File: config.mk
export PLATFORM = sky130hd
export DESIGN_NAME = lsta_ctrl
export DESIGN_NICKNAME = d
export VERILOG_FILES = /design/src/rtl/lsta_pkg.sv /design/src/rtl/lsta_ctrl.sv
export SDC_FILE = /design/constraint.sdc
export NUM_CORES = 1
export LEC_CHECK = 0
export ABC_AREA = 1
export BUFFER_PORTS_ARGS = -buffer_cell sky130_fd_sc_hd__buf_2
export CAP_MARGIN = 5
export CORE_AREA = 2 2 39 41
export CTS_CLUSTER_DIAMETER = 40
export CTS_CLUSTER_SIZE = 16
export DETAILED_ROUTE_END_ITERATION = 6
export DIE_AREA = 0 0 41 43
export SLEW_MARGIN = 20
export SYNTH_ARGS = -nofsm -noshare
export SYNTH_HDL_FRONTEND = slang
export SYNTH_SLANG_ARGS = --single-unit
File: constraint.sdc
create_clock -name clock -period 1.3 [get_ports clock]
set_input_delay 0.065 -clock clock [delete_from_list [all_inputs] [get_ports clock]]
set_output_delay 0.065 -clock clock [all_outputs]
set_load 0.05 [all_outputs]
File: src/rtl/lsta_pkg.sv
`timescale 1ns / 1ps

package lsta_pkg;

   // table geometry
   localparam int TABLE_DEPTH = 32;
   localparam int ADDR_W      = (TABLE_DEPTH > 1) ? $clog2(TABLE_DEPTH) : 1;
   localparam int CNT_W       = $clog2(TABLE_DEPTH + 1);

   // field widths
   localparam int OP_W       = 2;
   localparam int NODE_W     = 16;
   localparam int WORD_W     = 32;
   localparam int TEMP_W     = 16;
   localparam int SMOKE_W    = 16;
   localparam int SLOT_W     = 5;
   localparam int AGED_W     = 6;
   localparam int TIMEOUT_W  = 31;
   localparam int CSR_IDX_W  = 1;
   localparam int CSR_DATA_W = 32;

   // operation codes
   localparam logic [OP_W-1:0] OP_UPSERT = 2'd0;
   localparam logic [OP_W-1:0] OP_LOOKUP = 2'd1;
   localparam logic [OP_W-1:0] OP_AGE    = 2'd2;

   // register indexes
   localparam logic [CSR_IDX_W-1:0] CSR_STALE_TIMEOUT = 1'd0;
   localparam logic [CSR_IDX_W-1:0] CSR_OWN_NODE      = 1'd1;

   localparam logic [TIMEOUT_W-1:0] STALE_TIMEOUT_RST = 31'd30000;
   localparam logic [NODE_W-1:0]    OWN_NODE_RST      = 16'd0;

   // decay arithmetic: new cost = cost + floor(cost * m / 6000), 6000 = 16 * 375
   localparam int                 SPAN_W      = 16;
   localparam logic [SPAN_W-1:0]  AGE_SPAN_MS = 16'd60000;
   localparam int                 PROD_W      = WORD_W + SPAN_W;
   localparam int                 DIV_SHIFT   = 4;
   localparam int                 DIVISOR     = 375;
   localparam int                 DIGIT_W     = 4;
   localparam int                 DIV_STEPS   = (PROD_W - DIV_SHIFT) / DIGIT_W;
   localparam int                 DIG_W       = $clog2(DIV_STEPS);
   localparam int                 REM_W       = $clog2(DIVISOR);
   localparam int                 DIGV_W      = REM_W + DIGIT_W;
   localparam int                 QUO_W       = WORD_W + 4;
   localparam int                 SUM_W       = QUO_W + 1;

   typedef struct packed {
      logic [OP_W-1:0]          op;
      logic [NODE_W-1:0]        node;
      logic [WORD_W-1:0]        sequence_req;
      logic [WORD_W-1:0]        now_time;
      logic [WORD_W-1:0]        cost_in;
      logic signed [TEMP_W-1:0] temperature_in;
      logic [SMOKE_W-1:0]       smoke_in;
      logic                     flame_in;
   } item_type;

   typedef struct packed {
      logic                     found;
      logic [SLOT_W-1:0]        slot;
      logic                     dropped;
      logic [WORD_W-1:0]        sequence_out;
      logic [WORD_W-1:0]        updated_time;
      logic [WORD_W-1:0]        cost_out;
      logic signed [TEMP_W-1:0] temperature_out;
      logic [SMOKE_W-1:0]       smoke_out;
      logic                     flame_out;
      logic [AGED_W-1:0]        aged_entries;
   } rsp_type;

   typedef struct packed {
      logic [NODE_W-1:0]        node;
      logic [WORD_W-1:0]        seq_num;
      logic [WORD_W-1:0]        update_time;
      logic [WORD_W-1:0]        cost;
      logic signed [TEMP_W-1:0] temperature;
      logic [SMOKE_W-1:0]       smoke;
      logic                     flame;
   } entry_type;

   localparam int ENTRY_W = $bits(entry_type);

   // controller to datapath
   typedef struct packed {
      logic latch;
      logic scan;
      logic take_hit;
      logic take_rec;
      logic up_write;
      logic append;
      logic set_drop;
      logic age_rd;
      logic age_load;
      logic div_step;
      logic age_wr;
      logic deliver;
   } cmd_type;

   // datapath to controller
   typedef struct packed {
      logic [OP_W-1:0]  op;
      logic             hit;
      logic             scan_end;
      logic             full;
      logic             age_end;
      logic             stale;
      logic             div_last;
      logic             out_free;
      logic [CNT_W-1:0] count;
   } sts_type;

   // quotient digit of v / 375 for v < 16 * 375
   function automatic logic [DIGIT_W-1:0] div_digit(input logic [DIGV_W-1:0] v);
      logic [DIGIT_W-1:0] d;
      d = '0;
      for (int k = 1; k < (1 << DIGIT_W); k++) begin
         if (v >= DIGV_W'(DIVISOR * k)) d = DIGIT_W'(k);
      end
      return d;
   endfunction

   function automatic logic [DIGV_W-1:0] digit_times(input logic [DIGIT_W-1:0] d);
      return DIGV_W'(DIVISOR * int'(d));
   endfunction

endpackage

File: src/rtl/lsta_ctrl.sv
`timescale 1ns / 1ps

module lsta_ctrl import lsta_pkg::*; (
   input  logic    clock,
   input  logic    reset,
   input  logic    req_valid,
   output logic    req_ready,
   input  sts_type sts,
   output cmd_type cmd
);

   localparam logic [2:0] S_IDLE    = 3'd0;
   localparam logic [2:0] S_DECODE  = 3'd1;
   localparam logic [2:0] S_FIND    = 3'd2;
   localparam logic [2:0] S_AGE_RD  = 3'd3;
   localparam logic [2:0] S_AGE_CHK = 3'd4;
   localparam logic [2:0] S_AGE_DIV = 3'd5;
   localparam logic [2:0] S_AGE_WR  = 3'd6;
   localparam logic [2:0] S_DONE    = 3'd7;

   logic [2:0] state_ff;
   logic [2:0] state_in;

   assign req_ready = (state_ff == S_IDLE);

   always_comb begin
      cmd      = '0;
      state_in = state_ff;
      unique case (state_ff)
         S_IDLE: begin
            if (req_valid) begin
               cmd.latch = 1'b1;
               state_in  = S_DECODE;
            end
         end
         S_DECODE: begin
            unique case (sts.op) inside
               OP_UPSERT, OP_LOOKUP: state_in = S_FIND;
               OP_AGE:               state_in = S_AGE_RD;
               default:              state_in = S_DONE;
            endcase
         end
         S_FIND: begin
            cmd.scan = 1'b1;
            if (sts.hit) begin
               cmd.take_hit = 1'b1;
               if (sts.op == OP_LOOKUP) cmd.take_rec = 1'b1;
               else cmd.up_write = 1'b1;
               state_in = S_DONE;
            end else if (sts.scan_end) begin
               if (sts.op == OP_UPSERT) begin
                  if (sts.full) begin
                     cmd.set_drop = 1'b1;
                  end else begin
                     cmd.up_write = 1'b1;
                     cmd.append   = 1'b1;
                  end
               end
               state_in = S_DONE;
            end
         end
         S_AGE_RD: begin
            if (sts.age_end) begin
               state_in = S_DONE;
            end else begin
               cmd.age_rd = 1'b1;
               state_in   = S_AGE_CHK;
            end
         end
         S_AGE_CHK: begin
            if (sts.stale) begin
               cmd.age_load = 1'b1;
               state_in     = S_AGE_DIV;
            end else begin
               state_in = S_AGE_RD;
            end
         end
         S_AGE_DIV: begin
            cmd.div_step = 1'b1;
            if (sts.div_last) state_in = S_AGE_WR;
         end
         S_AGE_WR: begin
            cmd.age_wr = 1'b1;
            state_in   = S_AGE_RD;
         end
         S_DONE: begin
            if (sts.out_free) begin
               cmd.deliver = 1'b1;
               state_in    = S_IDLE;
            end
         end
         default: state_in = S_IDLE;
      endcase
   end

   always_ff @(posedge clock) begin
      if (reset) state_ff <= S_IDLE;
      else state_ff <= state_in;
   end

endmodule

==> impl_metrics.json <==
{
  "outcome": "finished with violations",
  "violations": "setup timing",
  "largest-register": "state_ff",
  "min_period_over_period_pct": 106,
  "largest_reg_flops": 3,
  "clk_pin_slew_ns": 0.04,
  "setup_viol": 5,
  "ctsHoldBuffers": 0,
  "clock_sinks": 3,
  "multiInputGateArea_um2": 362,
  "ir_drop_uv": 901,
  "regArea_um2": 63.8,
  "ant_nets": 0,
  "tightest_slew_ns": 0.262,
  "synth_edf_count": 0,
  "synth-seq-cells": 3,
  "gr-total-overflow": 0,
  "drtIter0Drc": 7,
  "syn_area_um2": 395,
  "synth_area_leader_cell": "dfxtp_1",
  "initial_utilization_pct": 28.6,
  "fp.dieW_um": 41,
  "synthDominantCellAreaShare_pct": 15.2,
  "grt_util_all_layers_pct": 16.6,
  "crit_path_max_fanout": 4,
  "fin_area_um2": 805,
  "slew_viol_final": 0,
  "place_ws_ns": 0.0538,
  "die_h_um": 43,
  "fin_cells": 120,
  "synthArstFlopShare_pct": 0,
  "synth.distinct_cells": 23,
  "max_freq_ghz": 0.724,
  "slew_headroom_pct": 82.5,
  "drive_gt1_share_pct": 60.6,
  "avgSynthCellArea_um2": 5.73,
  "row_count": 14,
  "routed_wl_um": 1350,
  "intPower_uw": 724,
  "cp-end-kind": "output port",
  "ff2ff_path_depth": 6,
  "power_density_nw_per_um2": 1970,
  "die-area_um2": 1760,
  "n_antenna_cell": 0,
  "synth_nets": 87,
  "min_path_cells": 2,
  "grt_first_pass_wirelength_um": 1990,
  "placed_cells": 112,
  "crit_arrival_ns": 1.32,
  "cts_inserted_buffers": 3,
  "syn_to_final_growth_pct": 103,
  "core-area_um2": 1380,
  "finalHoldViolations": 0,
  "path_class": "flip-flop to output port",
  "pwr-share-clk_pct": 10.5,
  "grt_max_degree": 10,
  "root_buffer": "clkbuf_4",
  "place_area_um2": 648,
  "hold_class": "primary input to flip-flop",
  "ys.flop_type": "dfxtp_1",
  "synth.most_common_cell": "inv_1",
  "pin_count": 31,
  "clock_skew_ns": 0.00299,
  "drt-wirelength-per-cell_um": 11.2,
  "grt_pass1_vias": 509,
  "cts_tree": "built",
  "firstDrtPassIters": 4,
  "clock_path_buffers": 2,
  "synth.yosys.seq_area_share_pct": 15.2,
  "drcViolationCount": 0,
  "gp_congestion": 0.750,
  "combPwrFrac_pct": 77.7,
  "maxCapViolCount": 0,
  "port_buffers": 24,
  "hold_slack_ns": 0.00668,
  "top_regs": "state_ff: 3 flops",
  "cp.required_ns": 1.24,
  "fin_ws_ns": -0.0804,
  "p_switching_uw": 862,
  "cp-start-kind": "flip-flop",
  "netSwitchingFraction_pct": 54.3,
  "layout_min_cycle_time_ns": 1.38,
  "ys_top_cells_by_area": "dfxtp_1 (15%), inv_1 (12%), nor2_1 (10%), nand3_1 (10%), nand2_1 (7.6%)",
  "grt_antenna_before_repair": 0,
  "synthTopCellsByCount": "inv_1 (13), nor2_1 (11), nand2_1 (8), nand3_1 (8)",
  "leakage_uw": 0.000391,
  "ctsHtreeMaxLevel": 1,
  "fillers": 138,
  "ys_warn_count": 0,
  "dpl.hpwl_um": 949,
  "vias_per_cell": 4.95,
  "seq_power_share_pct": 11.8,
  "vias": 594,
  "rsz0062_at_grt": "true",
  "final_nets": 123,
  "synthCells": 69,
  "clk_latency_ns": 0.23
}
power groups by stage:
stage	Combinational (uW)	Sequential, uW	Clock, uW
3_3_place_gp	1000	178	0
4_1_cts	1140	183	167
5_1_grt	1320	187	178
2_1_floorplan	830	170	0
3_5_place_dp	1010	179	0
6_report	1230	187	167
stage by stage:
step / power [uW] / setup TNS (ns) / utilization (%)
after floorplan: 1000 / -0.951 / -
after global placement: 1180 / 0 / 46.8
after detailed placement: 1190 / 0 / 46.8
after CTS: 1480 / -0.164 / 54.3
after global routing: 1690 / -0.462 / 58.1
final: 1590 / -0.152 / 58.1
what timing repair did:
item,4_1_cts,5_1_grt
endpoints found under the hold margin,0,0
buffers inserted,3,1
pin swaps,7,8
resized for setup,18,16
setup endpoints to repair,10,11
critical path, cell delays in order (launching register included):
cell	delay [ns]
dfxtp_2	0.33
inv_4	0.06
nand2_4	0.05
nor2_4	0.20
nand2_4	0.11
a2bb2oi_4	0.16
buf_6	0.17
cells in the final DEF (no fill, tap or decap), drive strengths merged, types with 2 or more instances in the layout:
cell type and instances:
nand4 2, o21ai 3, nand2 11, nand3 9, clkbuf 5, nor2 15, a21oi 2, inv 13
dfxtp 3, buf 32
path summary, 6_finish.rpt:
path	from	endpoint	slack (ns)
worst min register to register	state_ff[1]	state_ff[1]	0.66
worst max-delay path	state_ff[2]	cmd[7]	-0.08
worst min-delay path	reset	state_ff[2]	0.007
worst max register to register	state_ff[0]	state_ff[0]	0.05
area by class of cell:
class	count	area share, %
timing repair buffer	33	34.1
sequential	3	7.93
clock buffer	4	3.27
tap	16	2.49
multi-input combinational	50	44.9
inverter	14	7.31
layer usage:
| layer | part of all wire [%] | GRT usage (%) |
|---|---|---|
| met1 | 35 | 17.9 |
| met2 | 57 | 30.3 |
| met3 | 7.9 | 3.66 |
| met4 | 0 | 4.00 |
| met5 | 0 | 0 |
cells by family after synthesis:
kind of cell | share of synthesized area, %
flops | 15.2
simple gates | 54.4
compound gates | 12.3
buf+inv | 18.0
Note: power is estimated with default switching activity, not from simulation.
